<file path="src/hw/rtl/assert_macros.svh">
// Assertion macros shared by the RTL; empty when SYNTH is defined.
`ifndef ASSERT_MACROS_SVH
`define ASSERT_MACROS_SVH
`ifndef SYNTH
`define ASSERT_IMPLIES(label, clk, rst_n, ante, cons) \
    label: assert property (@(posedge clk) disable iff (!rst_n) (ante) |-> (cons)) \
        else $error("assertion failed: same-cycle implication");
`define ASSERT_NEXT(label, clk, rst_n, ante, cons) \
    label: assert property (@(posedge clk) disable iff (!rst_n) (ante) |=> (cons)) \
        else $error("assertion failed: next-cycle implication");
`else
`define ASSERT_IMPLIES(label, clk, rst_n, ante, cons)
`define ASSERT_NEXT(label, clk, rst_n, ante, cons)
`endif
`endif

</file>
<file path="src/hw/rtl/bei_pkg.sv">
`timescale 1ns / 1ps
`default_nettype none

package bei_pkg;

    localparam int BEI_MAX_RANK   = 4;
    localparam int BEI_DIM_BITS   = 16;
    localparam int BEI_INDEX_BITS = 32;

    localparam int CFG_W      = 64;
    localparam int CFG_ADDR_W = 2;
    localparam int RANK_W     = 3;
    localparam int IDX_W      = 32;

    typedef enum logic [CFG_ADDR_W-1:0] {
        CFG_IN_RANK  = 2'd0,
        CFG_IN_DIMS  = 2'd1,
        CFG_TGT_RANK = 2'd2,
        CFG_TGT_DIMS = 2'd3
    } t_cfg_reg;

    typedef struct packed {
        logic              err;
        logic [RANK_W-1:0] rank;
    } t_shape_status;

endpackage

`default_nettype wire

</file>
<file path="src/hw/rtl/bei_shape.sv">
`timescale 1ns / 1ps
`default_nettype none

module bei_shape
    import bei_pkg::*;
#(
    parameter int MAX_RANK = BEI_MAX_RANK,
    parameter int DIM_BITS = BEI_DIM_BITS
) (
    input  logic                               i_clk,
    input  logic                               i_rst_n,
    input  logic                               i_cfg_we,
    input  logic [CFG_ADDR_W-1:0]              i_cfg_addr,
    input  logic [CFG_W-1:0]                   i_cfg_wdata,
    output logic [MAX_RANK-1:0][DIM_BITS-1:0]  o_div,
    output logic [MAX_RANK-1:0][DIM_BITS-1:0]  o_idim,
    output logic [MAX_RANK-1:0]                o_zero,
    output t_shape_status                      o_status,
    output logic [CFG_W-1:0]                   o_out_dims
);

    localparam int RK_W = $clog2(MAX_RANK + 1);

    logic [RANK_W-1:0] r_in_rank;
    logic [RANK_W-1:0] r_tgt_rank;
    logic [CFG_W-1:0]  r_in_dims;
    logic [CFG_W-1:0]  r_tgt_dims;

    logic [RK_W-1:0]   in_rk;
    logic [RK_W-1:0]   tgt_rk;
    logic [RK_W-1:0]   out_rk;

    always_ff @(posedge i_clk) begin
        if (!i_rst_n) begin
            r_in_rank  <= '0;
            r_in_dims  <= '0;
            r_tgt_rank <= '0;
            r_tgt_dims <= '0;
        end else if (i_cfg_we) begin
            unique case (t_cfg_reg'(i_cfg_addr))
                CFG_IN_RANK:  r_in_rank  <= i_cfg_wdata[RANK_W-1:0];
                CFG_IN_DIMS:  r_in_dims  <= i_cfg_wdata;
                CFG_TGT_RANK: r_tgt_rank <= i_cfg_wdata[RANK_W-1:0];
                CFG_TGT_DIMS: r_tgt_dims <= i_cfg_wdata;
            endcase
        end
    end

    // saturate ranks to the supported maximum
    assign in_rk  = (32'(r_in_rank) > 32'(MAX_RANK))  ? RK_W'(MAX_RANK) : RK_W'(r_in_rank);
    assign tgt_rk = (32'(r_tgt_rank) > 32'(MAX_RANK)) ? RK_W'(MAX_RANK) : RK_W'(r_tgt_rank);
    assign out_rk = (in_rk > tgt_rk) ? in_rk : tgt_rk;

    always_comb begin
        logic [DIM_BITS-1:0] a;
        logic [DIM_BITS-1:0] b;
        logic [DIM_BITS-1:0] o;
        logic                mis;
        logic                act;
        logic                err;
        logic [CFG_W-1:0]    packed_dims;

        err         = 1'b0;
        packed_dims = '0;
        for (int p = 0; p < MAX_RANK; p++) begin
            a = '0;
            b = '0;
            // fields that would lie past the register read as zero
            if (p * DIM_BITS < CFG_W) begin
                a = DIM_BITS'(r_in_dims >> (p * DIM_BITS));
                b = DIM_BITS'(r_tgt_dims >> (p * DIM_BITS));
            end
            if (RK_W'(p) >= in_rk) begin
                a = DIM_BITS'(1);
            end
            if (RK_W'(p) >= tgt_rk) begin
                b = DIM_BITS'(1);
            end
            act = (RK_W'(p) < out_rk);
            mis = 1'b0;
            if (a == b || b == DIM_BITS'(1)) begin
                o = a;
            end else if (a == DIM_BITS'(1)) begin
                o = b;
            end else begin
                o   = '0;
                mis = 1'b1;
            end
            if (act && mis) begin
                err = 1'b1;
            end
            if (act && (p * DIM_BITS < CFG_W)) begin
                packed_dims = packed_dims | (CFG_W'(o) << (p * DIM_BITS));
            end
            o_idim[p] = a;
            o_div[p]  = act ? o : DIM_BITS'(1);
            o_zero[p] = act && (o == '0);
        end
        o_status.err  = err;
        o_status.rank = RANK_W'(out_rk);
        o_out_dims    = err ? '0 : packed_dims;
    end

endmodule

`default_nettype wire

</file>
<file path="config.mk">
export PLATFORM = sky130hd
export DESIGN_NAME = bei_shape
export DESIGN_NICKNAME = d
export VERILOG_FILES = /design/src/hw/rtl/assert_macros.svh /design/src/hw/rtl/bei_pkg.sv /design/src/hw/rtl/bei_shape.sv
export SDC_FILE = /design/constraint.sdc
export NUM_CORES = 1
export LEC_CHECK = 0
export BUFFER_PORTS_ARGS = -buffer_cell sky130_fd_sc_hd__buf_2
export CAP_MARGIN = 20
export CORE_ASPECT_RATIO = 0.6
export CORE_MARGIN = 4
export CORE_UTILIZATION = 32
export DETAILED_ROUTE_END_ITERATION = 7
export GPL_TIMING_DRIVEN = 0
export MAX_ROUTING_LAYER = met4
export PLACE_DENSITY = 0.64
export SLEW_MARGIN = 0
export SYNTH_ARGS = -nofsm -noshare
export SYNTH_HDL_FRONTEND = slang
export SYNTH_SLANG_ARGS = --single-unit
export TNS_END_PERCENT = 1
</file>
<file path="constraint.sdc">
create_clock -name i_clk -period 3.82 [get_ports i_clk]
set_input_delay 0.764 -clock i_clk [delete_from_list [all_inputs] [get_ports i_clk]]
set_output_delay 0.764 -clock i_clk [all_outputs]
set_load 0.1 [all_outputs]
</file>
==> results of run 1 <==
## through the flow
| stage | std cells | setup WS [ps] | hold slack (ps) | util |
|---|---|---|---|---|
| final | 1878 | -953 | 485 | 0.521 |
| after global routing | 1878 | -1060 | 519 | 0.521 |
| after CTS | 1872 | -986 | 491 | 0.515 |
| after detailed placement | 1820 | -1100 | 483 | 0.421 |
| after global placement | 1818 | -1300 | 472 | 0.420 |
| after floorplan | 1191 | -1020 | 448 | - |
## worst max-delay path by stage
stage | startpoint | to | slack, ps | cells past startpoint
after floorplan | r_tgt_rank[2] | o_out_dims[0] | -1020 | 14
after global placement | r_in_rank[2] | o_out_dims[37] | -1300 | 14
after detailed placement | r_in_rank[2] | o_out_dims[37] | -1100 | 15
after CTS | r_tgt_rank[2] | o_out_dims[16] | -990 | 15
after global routing | r_tgt_rank[2] | o_out_dims[21] | -1060 | 15
final | r_tgt_rank[2] | o_out_dims[6] | -950 | 15
## power by group
group	switching (mW)	internal (mW)
combinational	0.469	0.245
clock	0.682	1.14
sequential	0.0875	1.44
## worst max-delay path, delay by kind of cell, from the launching register on
family,cells,cell delay [ps]
buf+inv,5,750
fa+ha+maj,1,260
simple gates,6,1570
compound gates,2,310
flops,1,330
mux,1,340
## registers in the layout, indices dropped and copies added, names as in the netlist
register / flops
r_in_dims: 64
r_in_rank: 3
r_tgt_dims: 64
r_tgt_rank: 3
## cell usage after synthesis, types with 13 or more instances
cell      instances
dfxtp_1         134
nor2b_1          52
xor2_1           13
a21boi_0        128
nor3_2           36
inv_1            20
and2_1           38
o21ai_0          66
nand2_1         274
a31oi_1          16
a22o_1           28
clkbuf_1         66
xnor2_1          23
nor4_1           24
a22oi_1          44
nor2_1           72
nor4bb_1         23
## timing repair
| item | 4_1_cts | 5_1_grt |
|---|---|---|
| hold buffers | 0 | 0 |
| setup endpoints to repair | 133 | 133 |
| endpoints found under the hold margin | 0 | 0 |
| cloned | 3 | 1 |
| pin swaps | 15 | 8 |
| resized for setup | 452 | 43 |
| buffers inserted | 17 | 0 |
## routing by layer
metal	wire length, um	share of wire	vias up	GRT usage
met1	18100	0.47	4924	0.361
met3	3440	0.089	46	0.0635
met5	0	0	-	-
met2	16300	0.42	494	0.358
li1	-	-	4832	-
met4	657	0.017	0	0.0547
## area by class of cell
class                      count  area share
inverter                      22     0.00645
multi-input combinational    954       0.467
clock buffer                  18      0.0322
tap                          360      0.0322
clock inverter                14      0.0141
buffer                        80      0.0407
sequential                   134       0.193
timing repair buffer         290       0.213
antenna                        6     0.00107
## cell families after synthesis
family | after synthesis
AOI/OAI and AO/OA | 334
xor gates and xnor gates | 36
adders and majority gates | 3
buffers and inverters | 103
DFF | 134
muxes | 9
and+or+nand+nor | 572
==> metrics.txt, run 1 <==
DIE WIDTH=223 um; Total Nets Final=1,571; # rows=46; r2r worst-path depth=5; First-pass DRT Iterations=5; post-route cell area=14,000 um2; worst setup margin=-953 ps; post-synthesis xor/xnor area fraction=0.0356; Seq/Total Area, Yosys=0.303; kind of end point of the critical path=output pin; Worst EP arrival=4010 ps; Rel. slew slack=0.298; hold_sp=r_in_dims[28]; CTS root buf=clkbuf_16; final hold viol count=0; Post-Synth Adder-Cell Area=0.00424; Synth async-reset ratio=0; hold path depth=2; total number of vias=10,296; reg2reg start=r_tgt_rank[2]; dominant cell type by area after synthesis=dfxtp_1; mapped cell area=8860 um2; mean post-synth cell area=7.44 um2; Detail Placement HPWL=28,800 um; Ports=269; Clk pin slew, worst setup/hold paths=60 ps; Die Y=137 um; Crit Path Category=reg2out; Max IR drop VDD=0.230 mV; Longest Clk Path Bufs=2; Mapped Cells=1,191; Worst R2R Setup Slack=2550 ps; Peak Freq=0.210 GHz; Hold Path Class=reg2reg; clock latency on the worst-skew pair=430 ps; TritonCTS clock tree=yes; P per Cell Area=291 nW/um2; layout cells sized above 1=0.339; Yosys reg bits=134; min Tclk post-route=4770 ps; number of port buffers=267; CP Launch Type=register; CP max-delay cell=or4_4; fill count=2,493; mux cell area share after synthesis=0.0103; Distinct cells, synth=56; CTS sink count=134; Leak=5.24 nW; CP peak stage delay=510 ps; failing checks=negative setup slack; footprint of the multi-input gates=6520 um2; most common cell after layout, fill and taps aside=nand2_1; grt ovf=0; post-route ant nets=0; Num CTS Buffers=17; required time of the critical path=3060 ps; Post-synth EDFFs=0; RR Endpoint=r_tgt_rank[2]; DP Area=11,300 um2; vias in the first global route=9,696; setup repair after global routing missed its margin=true; worst slew pin tran=1050 ps; largest net degree at the start of global routing=17; Routed wire per std cell=20.5 um; Synth Area in Compound Gates=0.265; hold endpoint=r_in_dims[28]; fin crit share=1.25; fin. max-slew vios=0; Max-Cap Viols=0; Final TNS setup=-74,460 ps; first-pass GRT wire length=58,100 um; Starting Density=0.330; commonest cells after routing, fill and taps aside=272 x nand2_1, 142 x buf_2, 128 x a21boi_0; area share of the largest cell type after synthesis=0.303; Layout Area Growth over Synthesis=57.7%; Residual DRC=0; total track usage=0.252; Core ar.=26,800 um2; Final GP Congestion=0.993; largest family of logic cells by synthesized area=simple AND/OR/NAND/NOR gates; crit path max fanout=8; Layout Skew=0 ps; Via density=5.48; H-tree levels=4; status=complete, but fails checks; Synthesis Warnings=0; post-synthesis simple-gate area fraction=0.332; Tot Pwr=4.06 mW; routed wire length=38,500 um; syn nets=1,263; total die area=30,500 um2; 1st-iter DRT viols=1,050; FF+latch area=2700 um2; Primary FF master, synth=dfxtp_1; final setup fails=129; initial antenna violation count=6; top cells by area, synth=dfxtp_1 30%, nand2_1 12%, a21boi_0 11%; CP Cell Sequence=buf_8 > nor2b_4 > inv_2 > ha_4 > nor2b_4 > o21ai_2 > a32oi_2 > mux2_4 > or3_4 > and3_4 > or4_4 > buf_12 > buf_16 > nor3_4 > buf_12
No activity file was read; power rests on OpenSTA's default activity.
==> inputs of run 2 (changes only) <==
--- a/config.mk
+++ b/config.mk
@@ -10,9 +10,9 @@
 export CORE_ASPECT_RATIO = 0.6
 export CORE_MARGIN = 4
-export CORE_UTILIZATION = 32
+export CORE_UTILIZATION = 25
 export DETAILED_ROUTE_END_ITERATION = 7
 export GPL_TIMING_DRIVEN = 0
 export MAX_ROUTING_LAYER = met4
-export PLACE_DENSITY = 0.64
+export PLACE_DENSITY = 0.54
 export SLEW_MARGIN = 0
 export SYNTH_ARGS = -nofsm -noshare
==> constraint.sdc (replaced) <==
create_clock -name i_clk -period 3.82 [get_ports i_clk]
set_input_delay 1.146 -clock i_clk [delete_from_list [all_inputs] [get_ports i_clk]]
set_output_delay 1.146 -clock i_clk [all_outputs]
set_load 0.1 [all_outputs]
==> run 2 against run 1 <==
  * Power is 4.3% lower
  * Core utilization decreased by 12 points
  * Hold slack lost 3.2 ps
  * Flip-flop and latch count stayed put
  * Clock skew is the same
  * Largest power group unchanged
  * Final area up 1.3%
  * Sequential power about the same
  * The flow still finishes with violations (negative setup slack)
==> metrics.txt, run 2 (synthesis gave the netlist of run 1 again) <==
status=complete, but fails checks; failing checks=negative setup slack; Core ar.=35,000 um2; Starting Density=0.253; setup repair after global routing missed its margin=true; post-route cell area=14,200 um2; clock latency on the worst-skew pair=440 ps; crit path max fanout=5; P per Cell Area=275 nW/um2; kind of end point of the critical path=output pin; CP Launch Type=register; GRT met2 Usage=0.303; layout cells sized above 1=0.347; Clock Power Share=0.423; most used cell along the critical path=buf_12; Max IR drop VDD=0.328 mV; DP Cell Count=1,926; CTS root buf=clkbuf_16; footprint of the multi-input gates=6560 um2; Total Nets Final=1,576; Regs by FF count=r_in_dims (64), r_tgt_dims (64); 1st-iter DRT viols=954; Crit Path Category=reg2out; fin crit share=1.36; Routed wire per std cell=20.5 um; Hold Slack=481 ps; total number of vias=10,182; CP Cell Sequence=buf_8 > nor2b_4 > inv_2 > ha_4 > nor2b_4 > o21ai_2 > a32oi_2 > mux2_4 > or3_4 > and3_4 > or4_4 > buf_12 > buf_12 > buf_16 > nor3_4 > buf_12; Residual DRC=0; final setup fails=132; gr busiest metal=met2; initial antenna violation count=5; Reg power frac=0.394; Layout Skew=0 ps; Peak Freq=0.193 GHz; min Tclk post-route=5190 ps; FF+latch area=2710 um2; routed wire length=40,800 um; worst slew pin tran=837 ps; fill count=3,553; Layout Area Growth over Synthesis=59.8%; Place WS=-1520 ps; total track usage=0.210; largest net degree at the start of global routing=17; Num CTS Buffers=17; grt ovf=0; internal power=2.61 mW; Die Y=154 um; TritonCTS clock tree=yes; met3 global-route usage=0.0451; final std cells w/o fill=1,989; hold_buf cts=0; Hold Path Class=reg2reg; post-route ant nets=0; Final GP Congestion=0.952; vias in the first global route=9,702; commonest cells after routing, fill and taps aside=270 x nand2_1, 135 x buf_2, 128 x a21boi_0; P_sw=1.27 mW; CP peak stage delay=500 ps; Tot Pwr=3.89 mW; most common cell after layout, fill and taps aside=nand2_1; Longest Clk Path Bufs=2; grt met1 use=0.300; final hold viol count=0; Switching Share=0.328; DP Area=11,400 um2; number of port buffers=267; Clk pin slew, worst setup/hold paths=70 ps; Leak=5.23 nW; Rel. slew slack=0.442; first-pass GRT wire length=60,700 um; Core Util, Final=0.404; total die area=38,600 um2; CTS sink count=134; Max-Cap Viols=0; H-tree levels=4; Worst R2R Setup Slack=2680 ps; combinational share of power=0.184; First-pass DRT Iterations=5; Worst EP arrival=4040 ps; fin. max-slew vios=0; # rows=53; Final TNS setup=-125,080 ps; CP max-delay cell=or4_4; required time of the critical path=2670 ps; Ports=269; worst setup margin=-1370 ps; DIE WIDTH=251 um; Via density=5.12; Detail Placement HPWL=30,800 um
## run 2: path summary, 6_finish.rpt
path	from	end	depth (start not counted)
min	r_in_dims[27]	r_in_dims[27]	2
min reg2reg	r_in_dims[27]	r_in_dims[27]	2
max reg2reg	r_tgt_rank[2]	r_tgt_rank[2]	5
max	r_tgt_rank[2]	o_out_dims[31]	16
## run 2: repair_timing
action,CTS,global route
setup endpoints to repair,156,146
pin swaps,13,8
gates cloned,3,1
hold endpoints to repair,0,0
gates resized for setup,432,110
buffers inserted,21,0
## run 2: power by group through the flow
stage	Sequential (mW)	Clock, mW	Combinational, mW
5_1_grt	1.54	1.74	0.767
3_3_place_gp	1.56	0	0.625
6_report	1.53	1.64	0.715
3_5_place_dp	1.56	0	0.635
4_1_cts	1.53	1.69	0.694
2_1_floorplan	1.52	0	0.448
## run 2: layer usage
metal | vias to the layer above | routed length (um)
met5 | - | 0
met4 | 0 | 629
met3 | 29 | 2850
met2 | 393 | 17700
met1 | 4912 | 19700
li1 | 4848 | -
## run 2: critical path, delay by kind of cell (launching register included)
family,cells,cell delay [ps]
simple gates,6,1480
flops,1,340
buf+inv,6,830
mux,1,340
fa+ha+maj,1,260
compound gates,2,300
## run 2: area by class of cell
cell class | count | area share
Antenna cell | 5 | 0.000884
Clock buffer | 18 | 0.0310
Timing Repair Buffer | 294 | 0.216
Multi-Input combinational cell | 954 | 0.463
Sequential cell | 134 | 0.191
Buffer | 81 | 0.0395
Inverter | 22 | 0.00636
Clock inverter | 14 | 0.00990
Tap cell | 467 | 0.0413
