File: src/hw/rtl/assert_macros.svh
// Assertion macros shared by the RTL; empty when SYNTH is defined.
`ifndef ASSERT_MACROS_SVH
`define ASSERT_MACROS_SVH
`ifndef SYNTH
`define ASSERT_IMPLIES(label, clk, rst_n, ante, cons) \
    label: assert property (@(posedge clk) disable iff (!rst_n) (ante) |-> (cons)) \
        else $error("assertion failed: same-cycle implication");
`define ASSERT_NEXT(label, clk, rst_n, ante, cons) \
    label: assert property (@(posedge clk) disable iff (!rst_n) (ante) |=> (cons)) \
        else $error("assertion failed: next-cycle implication");
`else
`define ASSERT_IMPLIES(label, clk, rst_n, ante, cons)
`define ASSERT_NEXT(label, clk, rst_n, ante, cons)
`endif
`endif

File: src/hw/rtl/bei_pkg.sv
`timescale 1ns / 1ps
`default_nettype none

package bei_pkg;

    localparam int BEI_MAX_RANK   = 4;
    localparam int BEI_DIM_BITS   = 16;
    localparam int BEI_INDEX_BITS = 32;

    localparam int CFG_W      = 64;
    localparam int CFG_ADDR_W = 2;
    localparam int RANK_W     = 3;
    localparam int IDX_W      = 32;

    typedef enum logic [CFG_ADDR_W-1:0] {
        CFG_IN_RANK  = 2'd0,
        CFG_IN_DIMS  = 2'd1,
        CFG_TGT_RANK = 2'd2,
        CFG_TGT_DIMS = 2'd3
    } t_cfg_reg;

    typedef struct packed {
        logic              err;
        logic [RANK_W-1:0] rank;
    } t_shape_status;

endpackage

`default_nettype wire

File: src/hw/rtl/bei_obuf.sv
`timescale 1ns / 1ps
`default_nettype none

module bei_obuf
    import bei_pkg::*;
#(
    parameter int DATA_W = IDX_W
) (
    input  logic              i_clk,
    input  logic              i_rst_n,
    input  logic              i_valid,
    input  logic [DATA_W-1:0] i_data,
    output logic              o_ready,
    output logic              o_valid,
    input  logic              i_stall,
    output logic [DATA_W-1:0] o_data
);

    logic [1:0]        r_cnt;
    logic [1:0]        n_cnt;
    logic [DATA_W-1:0] r_d0;
    logic [DATA_W-1:0] r_d1;
    logic              push;
    logic              pop;

    assign o_ready = (r_cnt != 2'd2);
    assign push    = i_valid && o_ready;
    assign pop     = (r_cnt != 2'd0) && !i_stall;

    always_comb begin
        n_cnt = r_cnt;
        if (push && !pop) begin
            n_cnt = r_cnt + 2'd1;
        end else if (pop && !push) begin
            n_cnt = r_cnt - 2'd1;
        end
    end

    always_ff @(posedge i_clk) begin
        if (!i_rst_n) begin
            r_cnt <= 2'd0;
        end else begin
            r_cnt <= n_cnt;
        end
    end

    // head entry drives the port; second entry takes the overflow
    always_ff @(posedge i_clk) begin
        if (pop) begin
            r_d0 <= (r_cnt == 2'd2) ? r_d1 : i_data;
        end else if (push && r_cnt == 2'd0) begin
            r_d0 <= i_data;
        end
        if (push && !pop && r_cnt == 2'd1) begin
            r_d1 <= i_data;
        end
    end

    assign o_valid = (r_cnt != 2'd0);
    assign o_data  = r_d0;

endmodule

`default_nettype wire

File: config.mk
export PLATFORM = sky130hd
export DESIGN_NAME = bei_obuf
export DESIGN_NICKNAME = d
export VERILOG_FILES = /design/src/hw/rtl/assert_macros.svh /design/src/hw/rtl/bei_pkg.sv /design/src/hw/rtl/bei_obuf.sv
export SDC_FILE = /design/constraint.sdc
export NUM_CORES = 1
export LEC_CHECK = 0
export BUFFER_PORTS_ARGS = -buffer_cell sky130_fd_sc_hd__buf_2
export CAP_MARGIN = 10
export CORE_MARGIN = 10
export CORE_UTILIZATION = 35
export DETAILED_ROUTE_END_ITERATION = 8
export GPL_ROUTABILITY_DRIVEN = 0
export PLACE_DENSITY = 0.58
export SLEW_MARGIN = 40
export SYNTH_ARGS = -nofsm -noshare
export SYNTH_HDL_FRONTEND = slang
export SYNTH_SLANG_ARGS = --single-unit
export TNS_END_PERCENT = 100
File: constraint.sdc
create_clock -name i_clk -period 3.4 [get_ports i_clk]
set_input_delay 0.68 -clock i_clk [delete_from_list [all_inputs] [get_ports i_clk]]
set_output_delay 0.68 -clock i_clk [all_outputs]
set_load 0.005 [all_outputs]
==> results of run 1 <==
-- worst max-delay path, cell delays in order, from the launching register on --
cell and delay [ns]:
dfxtp_1 0.37, inv_1 0.08, ha_1 0.21, nand2b_1 0.23
inv_1 0.09, ha_1 0.15, and2_1 0.43, buf_4 0.39
-- power breakdown --
group	internal [mW]	switching [mW]	total, mW
clock	0.411	0.301	0.712
sequential	1.18	0.0522	1.24
combinational	0.269	0.370	0.639
-- layer usage --
layer  share of wire, %  routed length, um  global-route usage [%]
met5                  0                  0                       0
met4                1.9                 91                    5.00
met3                5.9                286                    4.12
met2                 45               2170                    12.7
met1                 47               2280                    10.9
-- worst max-delay path by stage --
stage / cells after the start / start / slack (ns) / end
after floorplan: 4 / r_cnt[0]$_SDFFE_PN0P_ / 0.72 / o_data[0]$_DFFE_PP_
after global placement: 6 / i_stall / 1.07 / r_d1[25]$_DFFE_PP_
after detailed placement: 6 / i_stall / 1.04 / r_d1[11]$_DFFE_PP_
after CTS: 7 / r_cnt[0]$_SDFFE_PN0P_ / 1.08 / r_d1[26]$_DFFE_PP_
after global routing: 7 / r_cnt[0]$_SDFFE_PN0P_ / 0.92 / r_d1[10]$_DFFE_PP_
final: 7 / r_cnt[0]$_SDFFE_PN0P_ / 1.11 / r_d1[13]$_DFFE_PP_
-- sequential cells by signal (all words and copies together), names as in the netlist --
signal	cells
o_data	32
r_cnt	2
r_d1	32
-- cell type report --
type,instances,share of cell area (%)
multi-input cells,50,16.0
clock buffers,9,3.84
repair buffers,73,12.1
clock inverters,7,2.87
flip-flops and latches,66,60.8
inverters,6,0.698
well taps,96,3.72
-- per-stage QoR --
stage | setup slack, ns | hold WS (ns)
after global placement | 1.07 | 0.518
after detailed placement | 1.04 | 0.523
final | 1.11 | 0.524
after floorplan | 0.718 | 0.496
after global routing | 0.915 | 0.505
after CTS | 1.08 | 0.507
-- layout by cell type, fill, tap and decap left out --
cell type,n
mux2_2,30
buf_4,2
clkbuf_8,9
ha_1,4
nor3_4,1
nand3b_1,1
clkinvlp_4,2
clkinv_2,1
bufinv_16,2
o311ai_0,1
o21ai_0,1
edfxtp_1,64
inv_1,6
nand2b_1,1
nand3_1,1
o211ai_1,1
mux2_1,2
and2_1,1
buf_2,69
o21ai_4,1
dfxtp_1,2
clkinv_1,1
nor2_1,3
and3_1,1
inv_6,1
a31o_2,1
buf_8,2
-- cells by family (layout without fill, tap and decap cells) --
kind of cell / count (synthesis) / in the layout
AOI/OAI and AO/OA: 5 / 5
adders and majority gates: 4 / 4
buffers and inverters: 9 / 95
DFF: 66 / 66
muxes: 32 / 32
and+or+nand+nor: 9 / 9
==> reports/metrics.yaml, run 1 <==
timing:
  hold_viol: 0
  max_freq_mhz: 436
  finalClockSkew_ns: 0.00850
  slew_violations: 0
  setup_tns_ns: 0
  rsz0062_at_grt: "no"
  period_needed_ns: 2.29
  tightest_slew_ns: 0.492
  worst_slew_margin_rel_pct: 67.2
  finalSetupViolCount: 0
  period_share_pct: 67.4
detailed_routing:
  drtAntennaViolNets: 0
  dr.pass1.iters: 4
  via_per_inst: 4.38
  vias: 1345
  route.detailed.drc: 0
  routed_wl_mm: 4.83
  wire_per_inst_um: 15.7
  dr.first_iter.drc_count: 71
floorplan:
  core_area_mm2: 0.00691
  start_util_pct: 36.5
  die_x_um: 105
  die_area_mm2: 0.0110
  ios: 70
  die_h_um: 105
  rows: 30
global_route:
  grt_pass1_wl_mm: 7.60
  grt_start_max_net_pins: 33
  grt_use_total_pct: 8.93
  grt_pass1_vias: 1423
  overflow: 0
  antenna_found_initial: 0
cts:
  ctsResizeCount: 0
  clkTransAtPathRegs_ns: 0.08
  htree_levels: 3
  cts_tree: "built"
  clk_path_buf_depth: 2
  ctsHoldBuffers: 0
  root_buffer: "clkbuf_8"
  clkLatencyLatePin_ns: 0.34
  numCtsBuffers: 9
  cts.sinks: 66
  cts_setup_buffers: 0
logic_synthesis:
  ys_ff_latch: 66
  synth_simple_gate_area_share_pct: 2.33
  synth.most_common_cell: "edfxtp_1"
  syn_inst: 125
  avgSynthCellArea_um2: 20.2
  async_reset_ff_share_pct: 0
  synth_compound_area_share_pct: 1.39
  synthesis.nets: 165
  synth_area_leaders: "edfxtp_1 (76%), mux2_2 (13%), ha_1 (2.0%), dfxtp_1 (1.6%), buf_6 (1.3%)"
  synth_top_area_cell: "edfxtp_1"
  yosysWarnings: 0
  synth_fa_ha_area_share_pct: 1.98
  synth.area.mux_share_pct: 14.3
  ys.flop_type: "edfxtp_1"
  synth_cell_type_count: 18
  ys_seq_area_share_pct: 77.8
  synth_top_area_share_pct: 76.2
  synth_top_family_by_area: "multiplexers"
  synth-edff-count: 64
  yosys-top-cells-count: "edfxtp_1 (64), mux2_2 (30), inv_1 (6)"
  syn_area_mm2: 0.00252
  synth_xor_area_share_pct: 0
worst_setup_path:
  r2r-start: "r_cnt[0]$_SDFFE_PN0P_"
  critPathRequiredTime_ns: 3.41
  start_kind: "flip-flop"
  end_kind: "flip-flop"
  r2r_slack_ns: 1.11
  r2r.worst_path.cells: 7
  cp.arrival_ns: 2.30
  r2r_end: "r_d1[13]$_DFFE_PP_"
  crit_type: "flip-flop to flip-flop"
  cp_max_fo: 22
hold_path:
  hold_path_depth: 1
  whs_endpoint: "r_d1[11]$_DFFE_PP_"
  worstHoldStart: "i_data[11]"
  hold_class: "input pin to flip-flop"
power:
  peakVddDrop_mv: 0.521
  powerDensity_mw_per_mm2: 802
  power.total_mw: 2.59
  leakage_nw: 1.21
layout:
  final_area_mm2: 0.00323
  num-fill-cells: 639
  regArea_mm2: 0.00196
  area_growth_pct: 27.9
  multi_input_area_um2: 515
  utilization_pct: 46.7
  nNetsFinal: 246
  drive_above_1_share_pct: 57.3
  diodes: 0
  fin_cells: 307
job:
  maxCapViolCount: 0
placed_design:
  dpl.cell_count: 291
  port-buffer-count: 69
  place_area_mm2: 0.00301
  hpwl_mm: 3.40
run_status:
  status: "finished, final reports clean"
Power figures use the tool's default switching activity.
==> run 2: changes to the inputs <==
Settings changed: PLACE_DENSITY 0.58 to 0.56.
Clock period 3.4 ns to 2.3 ns, I/O delays scaled along.
==> run 2 against run 1 <==
Effect of this change:
- critical path depth did not move
- combinational power rose by 43%
- register-to-register slack got worse by 0.78 ns
- worst hold slack got worse by 0.21 ns
- non-clock buffer count rose by 1
- critical path type unchanged
- critical endpoint is now r_d1[20]$_DFFE_PP_
==> reports/metrics.yaml, run 2 (synthesis results as in run 1) <==
global_route:
  grt_use_total_pct: 9.43  # was 8.93%
  grt_start_max_net_pins: 28  # was 33
  grt_pass1_wl_mm: 8.08  # was 7.60 mm
  antenna_found_initial: 0  # unchanged
  grt_pass1_vias: 1529  # was 1423
  overflow: 0  # unchanged
floorplan:
  start_util_pct: 36.5  # unchanged
  core_area_mm2: 0.00691  # unchanged
  rows: 30  # unchanged
  ios: 70  # unchanged
  die_area_mm2: 0.0110  # unchanged
  die_h_um: 105  # unchanged
  die_x_um: 105  # unchanged
detailed_routing:
  routed_wl_mm: 4.89  # was 4.83 mm
  dr.first_iter.drc_count: 59  # was 71
  via_per_inst: 4.40  # was 4.38
  dr.pass1.iters: 4  # unchanged
  wire_per_inst_um: 15.9  # was 15.7 um
  drtAntennaViolNets: 0  # unchanged
  vias: 1354  # was 1345
  route.detailed.drc: 0  # unchanged
worst_setup_path:
  path_cells: "inv_1 > ha_1 > nor2_1 > inv_1 > ha_1 > and2_1 > buf_12"  # was inv_1 > ha_1 > nand2b_1 > inv_1 > ha_1 > and2_1 > buf_4
  cp_max_fo: 27  # was 22
  r2r-start: "r_cnt[0]$_SDFFE_PN0P_"  # unchanged
  slowest_stage: "dfxtp_1"  # was and2_1
  cp.arrival_ns: 2.05  # was 2.30 ns
  setup.worst_path.start: "r_cnt[0]$_SDFFE_PN0P_"  # unchanged
  r2r_slack_ns: 0.32  # was 1.11 ns
  r2r.worst_path.cells: 7  # unchanged
  end_kind: "flip-flop"  # unchanged
  start_kind: "flip-flop"  # unchanged
  critPathRequiredTime_ns: 2.38  # was 3.41 ns
  cpPeakStageDelay_ns: 0.36  # was 0.43 ns
  crit_type: "flip-flop to flip-flop"  # unchanged
cts:
  clkTransAtPathRegs_ns: 0.07  # was 0.08 ns
  cts.sinks: 66  # unchanged
  cts_tree: "built"  # unchanged
  clkLatencyLatePin_ns: 0.34  # about the same
  ctsResizeCount: 0  # unchanged
  clk_path_buf_depth: 2  # unchanged
  ctsHoldBuffers: 0  # unchanged
  cts_setup_buffers: 0  # unchanged
  root_buffer: "clkbuf_8"  # unchanged
  htree_levels: 3  # unchanged
  numCtsBuffers: 9  # unchanged
job:
  maxCapViolCount: 0  # unchanged
layout:
  final_area_mm2: 0.00318  # was 0.00323 mm^2
  area_growth_pct: 26.2  # was 27.9%
  drive_above_1_share_pct: 55.7  # was 57.3%
  diodes: 0  # unchanged
  utilization_pct: 46.1  # was 46.7%
  nNetsFinal: 247  # was 246
  layout_commonest_cell: "buf_2"  # unchanged
  mostFrequentLayoutCells: "buf_2 (69), edfxtp_1 (64), mux2_2 (30), clkbuf_8 (9), inv_1 (6)"  # unchanged
timing:
  rsz0062_at_grt: "no"  # unchanged
  finalSetupViolCount: 0  # unchanged
  worst_slew_margin_rel_pct: 78.7  # was 67.2%
  hold_viol: 0  # unchanged
  slew_violations: 0  # unchanged
  tightest_slew_ns: 0.319  # was 0.492 ns
  max_freq_mhz: 506  # was 436 MHz
  period_needed_ns: 1.98  # was 2.29 ns
  finalClockSkew_ns: 0.0130  # was 0.00850 ns
  setup_tns_ns: 0  # unchanged
  period_share_pct: 85.9  # was 67.4%
  whs_ns: 0.313  # was 0.524 ns
hold_path:
  worstHoldStart: "i_data[29]"  # was i_data[11]
  hold_path_depth: 1  # unchanged
  hold_class: "input pin to flip-flop"  # unchanged
power:
  peakVddDrop_mv: 0.705  # was 0.521 mV
  leakage_nw: 1.19  # was 1.21 nW
  powerDensity_mw_per_mm2: 1110  # was 802 mW/mm^2
placed_design:
  place_area_mm2: 0.00303  # was 0.00301 mm^2
  port-buffer-count: 69  # unchanged
  hpwl_mm: 3.55  # was 3.40 mm
run_status:
  status: "finished, final reports clean"  # unchanged
==> run 2: changes by cell type in the layout (fill, tap and decap cells not counted), sizes merged <==
cell | previous run | this run
clkinvlp | 2 | 1
inv | 7 | 6
clkbuf | 9 | 13
bufinv | 2 | 0
buf | 73 | 74
==> run 2: report_power, final <==
group / switching (mW) / internal, mW
combinational: 0.531 / 0.382
sequential: 0.0795 / 1.75
clock: 0.406 / 0.387
total: 1.02 / 2.52
==> run 2: final timing paths <==
check                         endpoint
setup / recovery    r_d1[20]$_DFFE_PP_
setup reg to reg    r_d1[20]$_DFFE_PP_
hold / removal      r_d1[29]$_DFFE_PP_
hold reg to reg   o_data[13]$_DFFE_PP_
==> run 2: metrics by stage <==
| stage | std cells | worst slack (ns) | power, mW |
|---|---|---|---|
| after floorplan | 125 | 0.119 | 2.33 |
| after global placement | 292 | 0.353 | 2.80 |
| after detailed placement | 292 | 0.332 | 2.81 |
| after CTS | 308 | 0.304 | 3.62 |
| after global routing | 308 | 0.177 | 3.77 |
| final | 308 | 0.325 | 3.54 |
==> run 2: critical path, delay by kind of cell (launching register included) <==
family,cells,cell delay [ns]
buffers and inverters,3,0.42
flip-flops,1,0.36
adder cells (fa/ha/maj),2,0.47
AND/OR/NAND/NOR,2,0.47
==> run 2: layout make-up <==
| cell class | count | area (um^2) |
|---|---|---|
| Clock inverter | 3 | 16.3 |
| Multi-Input combinational cell | 50 | 515 |
| Inverter | 6 | 22.5 |
| Fill cell | 655 | 3720 |
| Timing Repair Buffer | 74 | 408 |
| Sequential cell | 66 | 1960 |
| Tap cell | 96 | 120 |
| Clock buffer | 13 | 139 |
==> run 2: layer usage <==
layer  up-vias  wire, um  GRT usage, %
li1        650         -             -
met1       663      1870          10.1
met2        32      2600          15.7
met3         9       313          3.56
met4         0       102          5.29
met5         -         0             0
==> run 3: changes to the inputs <==
Settings changed: PLACE_DENSITY 0.56 to 0.59.
==> run 3 against run 2 <==
Effect of this change:
- clock power fell by 4.8%
- non-clock buffer count shrank 2
- global-route usage shrank 0.50 points
- via count shrank 0.74%
- sequential cell count stayed put
- total power decreased by 1.4%
- clock skew decreased by 0.0083 ns
- register-to-register slack is essentially flat
- worst hold slack better by 0.0090 ns
- first-iteration DRC count is 15% lower
==> reports/metrics.yaml, run 3 (synthesis results as in run 1) <==
run_status:
  status: "finished, final reports clean"  # unchanged
power:
  seqPwrFrac_pct: 52.4  # was 51.8%
  intPower_mw: 2.49  # was 2.52 mW
  leakage_nw: 1.18  # was 1.19 nW
  powerDensity_mw_per_mm2: 1110  # about the same
  peakVddDrop_mv: 0.558  # was 0.705 mV
  power_frac_clock_pct: 21.7  # was 22.4%
  power.net_switching_mw: 1.00  # was 1.02 mW
  netSwitchingFraction_pct: 28.7  # about the same
  pwr-share-comb_pct: 25.9  # was 25.8%
global_route:
  grt_pass1_wl_mm: 7.69  # was 8.08 mm
  grt_start_max_net_pins: 33  # was 28
  grt_pass1_vias: 1476  # was 1529
  overflow: 0  # unchanged
  grt_use_total_pct: 8.93  # was 9.43%
  antenna_found_initial: 0  # unchanged
worst_setup_path:
  cp.depth: 7  # unchanged
  critPathRequiredTime_ns: 2.51  # was 2.38 ns
  start_kind: "flip-flop"  # unchanged
  crit_type: "flip-flop to flip-flop"  # unchanged
  path_cells: "inv_1 > ha_1 > nor2_1 > inv_1 > ha_1 > nand3b_1 > o311ai_0"  # was inv_1 > ha_1 > nor2_1 > inv_1 > ha_1 > and2_1 > buf_12
  cp.arrival_ns: 2.19  # was 2.05 ns
  end_kind: "flip-flop"  # unchanged
  r2r-start: "r_cnt[0]$_SDFFE_PN0P_"  # unchanged
  cpPeakStageDelay_ns: 0.37  # was 0.36 ns
  endpoint: "r_cnt[1]$_SDFFE_PN0P_"  # was r_d1[20]$_DFFE_PP_
  worst-path-buf-inv: 2  # was 3
  setup.worst_path.start: "r_cnt[0]$_SDFFE_PN0P_"  # unchanged
  r2r_end: "r_cnt[1]$_SDFFE_PN0P_"  # was r_d1[20]$_DFFE_PP_
  cp_top_family: "adder cells"  # unchanged
  r2r_slack_ns: 0.32  # about the same
  slowest_stage: "dfxtp_1"  # unchanged
  r2r.worst_path.cells: 7  # unchanged
  cp_max_fo: 5  # was 27
timing:
  hold_viol: 0  # unchanged
  whs_ns: 0.322  # was 0.313 ns
  tightest_slew_ns: 0.562  # was 0.319 ns
  period_share_pct: 86.0  # was 85.9%
  rsz0062_at_grt: "no"  # unchanged
  worst_slew_margin_rel_pct: 62.4  # was 78.7%
  finalClockSkew_ns: 0.00461  # was 0.0130 ns
  setup_tns_ns: 0  # unchanged
  max_freq_mhz: 505  # was 506 MHz
  finalSetupViolCount: 0  # unchanged
  period_needed_ns: 1.98  # about the same
  slew_violations: 0  # unchanged
cts:
  ctsHoldBuffers: 0  # unchanged
  clkLatencyLatePin_ns: 0.33  # was 0.34 ns
  cts.sinks: 66  # unchanged
  clk_path_buf_depth: 2  # unchanged
  root_buffer: "clkbuf_8"  # unchanged
  numCtsBuffers: 9  # unchanged
  clkTransAtPathRegs_ns: 0.07  # about the same
  cts_tree: "built"  # unchanged
  htree_levels: 3  # unchanged
detailed_routing:
  routed_wl_mm: 4.83  # was 4.89 mm
  met2_length_mm: 2.25  # was 2.60 mm
  dr_wl_met3_um: 361  # was 313 um
  dr.pass1.iters: 4  # unchanged
  dr.first_iter.drc_count: 50  # was 59
  route.detailed.drc: 0  # unchanged
  met1Wirelength_mm: 2.17  # was 1.87 mm
  route.top_layer_used: "met4"  # unchanged
  wire_per_inst_um: 15.9  # about the same
  vias: 1344  # was 1354
  via_per_inst: 4.42  # was 4.40
  drtAntennaViolNets: 0  # unchanged
floorplan:
  die_x_um: 105  # unchanged
  core_area_mm2: 0.00691  # unchanged
  die_area_mm2: 0.0110  # unchanged
  ios: 70  # unchanged
  rows: 30  # unchanged
  die_h_um: 105  # unchanged
  start_util_pct: 36.5  # unchanged
layout:
  final_area_mm2: 0.00315  # was 0.00318 mm^2
  multi_input_area_um2: 518  # was 515 um^2
  mostFrequentLayoutCells: "buf_2 (69), edfxtp_1 (64), mux2_2 (30), clkbuf_8 (9), inv_1 (6)"  # unchanged
  layout_commonest_cell: "buf_2"  # unchanged
  drive_above_1_share_pct: 56.3  # was 55.7%
  diodes: 0  # unchanged
  nNetsFinal: 245  # was 247
  regArea_mm2: 0.00196  # unchanged
  area_growth_pct: 24.7  # was 26.2%
  num-fill-cells: 640  # was 655
placed_design:
  hpwl_mm: 3.56  # was 3.55 mm
  port-buffer-count: 69  # unchanged
  place_area_mm2: 0.00300  # was 0.00303 mm^2
hold_path:
  hold_class: "input pin to flip-flop"  # unchanged
job:
  maxCapViolCount: 0  # unchanged
run 3: area by class of cell:
type / count / area share [%]
Inverter: 6 / 0.716
Sequential cell: 66 / 62.4
Clock buffer: 9 / 3.94
Tap cell: 96 / 3.82
Clock inverter: 5 / 0.756
Timing Repair Buffer: 72 / 11.9
Multi-Input combinational cell: 50 / 16.5
run 3: how the worst min path moves through the flow:
| stage | start | to | slack [ns] | cells after the start |
|---|---|---|---|---|
| 3_3_place_gp | r_d1[14]$_DFFE_PP_ | o_data[14]$_DFFE_PP_ | 0.51 | 1 |
| 2_1_floorplan | r_cnt[1]$_SDFFE_PN0P_ | r_cnt[1]$_SDFFE_PN0P_ | 0.50 | 2 |
| 5_1_grt | i_data[24] | r_d1[24]$_DFFE_PP_ | 0.30 | 1 |
| 3_5_place_dp | r_d1[13]$_DFFE_PP_ | o_data[13]$_DFFE_PP_ | 0.52 | 1 |
| 4_1_cts | i_data[24] | r_d1[24]$_DFFE_PP_ | 0.30 | 1 |
| 6_report | i_data[28] | r_d1[28]$_DFFE_PP_ | 0.32 | 1 |
run 3: per-layer routing:
metal,GRT usage [%],vias up
li1,-,654
met5,0,-
met4,3.24,0
met3,4.91,7
met1,10.6,635
met2,13.3,48
run 3: what timing repair did:
action                     in CTS  in global routing
setup endpoints to repair       0                  5
resized for setup               0                  1
setup buffers                   0                  0
run 3: power by group through the flow:
stage          sequential (mW)  combinational [mW]  clock, mW
4_1_cts                   1.84               0.928      0.789
3_3_place_gp              1.86               0.877          0
3_5_place_dp              1.86               0.923          0
6_report                  1.83               0.903      0.756
5_1_grt                   1.86                1.01      0.840
2_1_floorplan             1.89               0.439          0
run 3: worst reg2reg max path: cells and delay by family, from the launching register on:
| family | cells | cell delay (ns) |
|---|---|---|
| adders and majority gates | 2 | 0.61 |
| and+or+nand+nor | 2 | 0.39 |
| DFF | 1 | 0.37 |
| AOI/OAI and AO/OA | 1 | 0.30 |
| buffers and inverters | 2 | 0.20 |
run 3: per-stage QoR:
stage	utilization (%)	setup slack (ns)	total power [mW]	std cells
after floorplan	-	0.119	2.33	125
after global routing	45.5	0.0968	3.71	304
final	45.5	0.321	3.49	304
after detailed placement	43.4	0.157	2.78	290
after global placement	43.2	0.195	2.74	289
after CTS	45.5	0.141	3.55	304
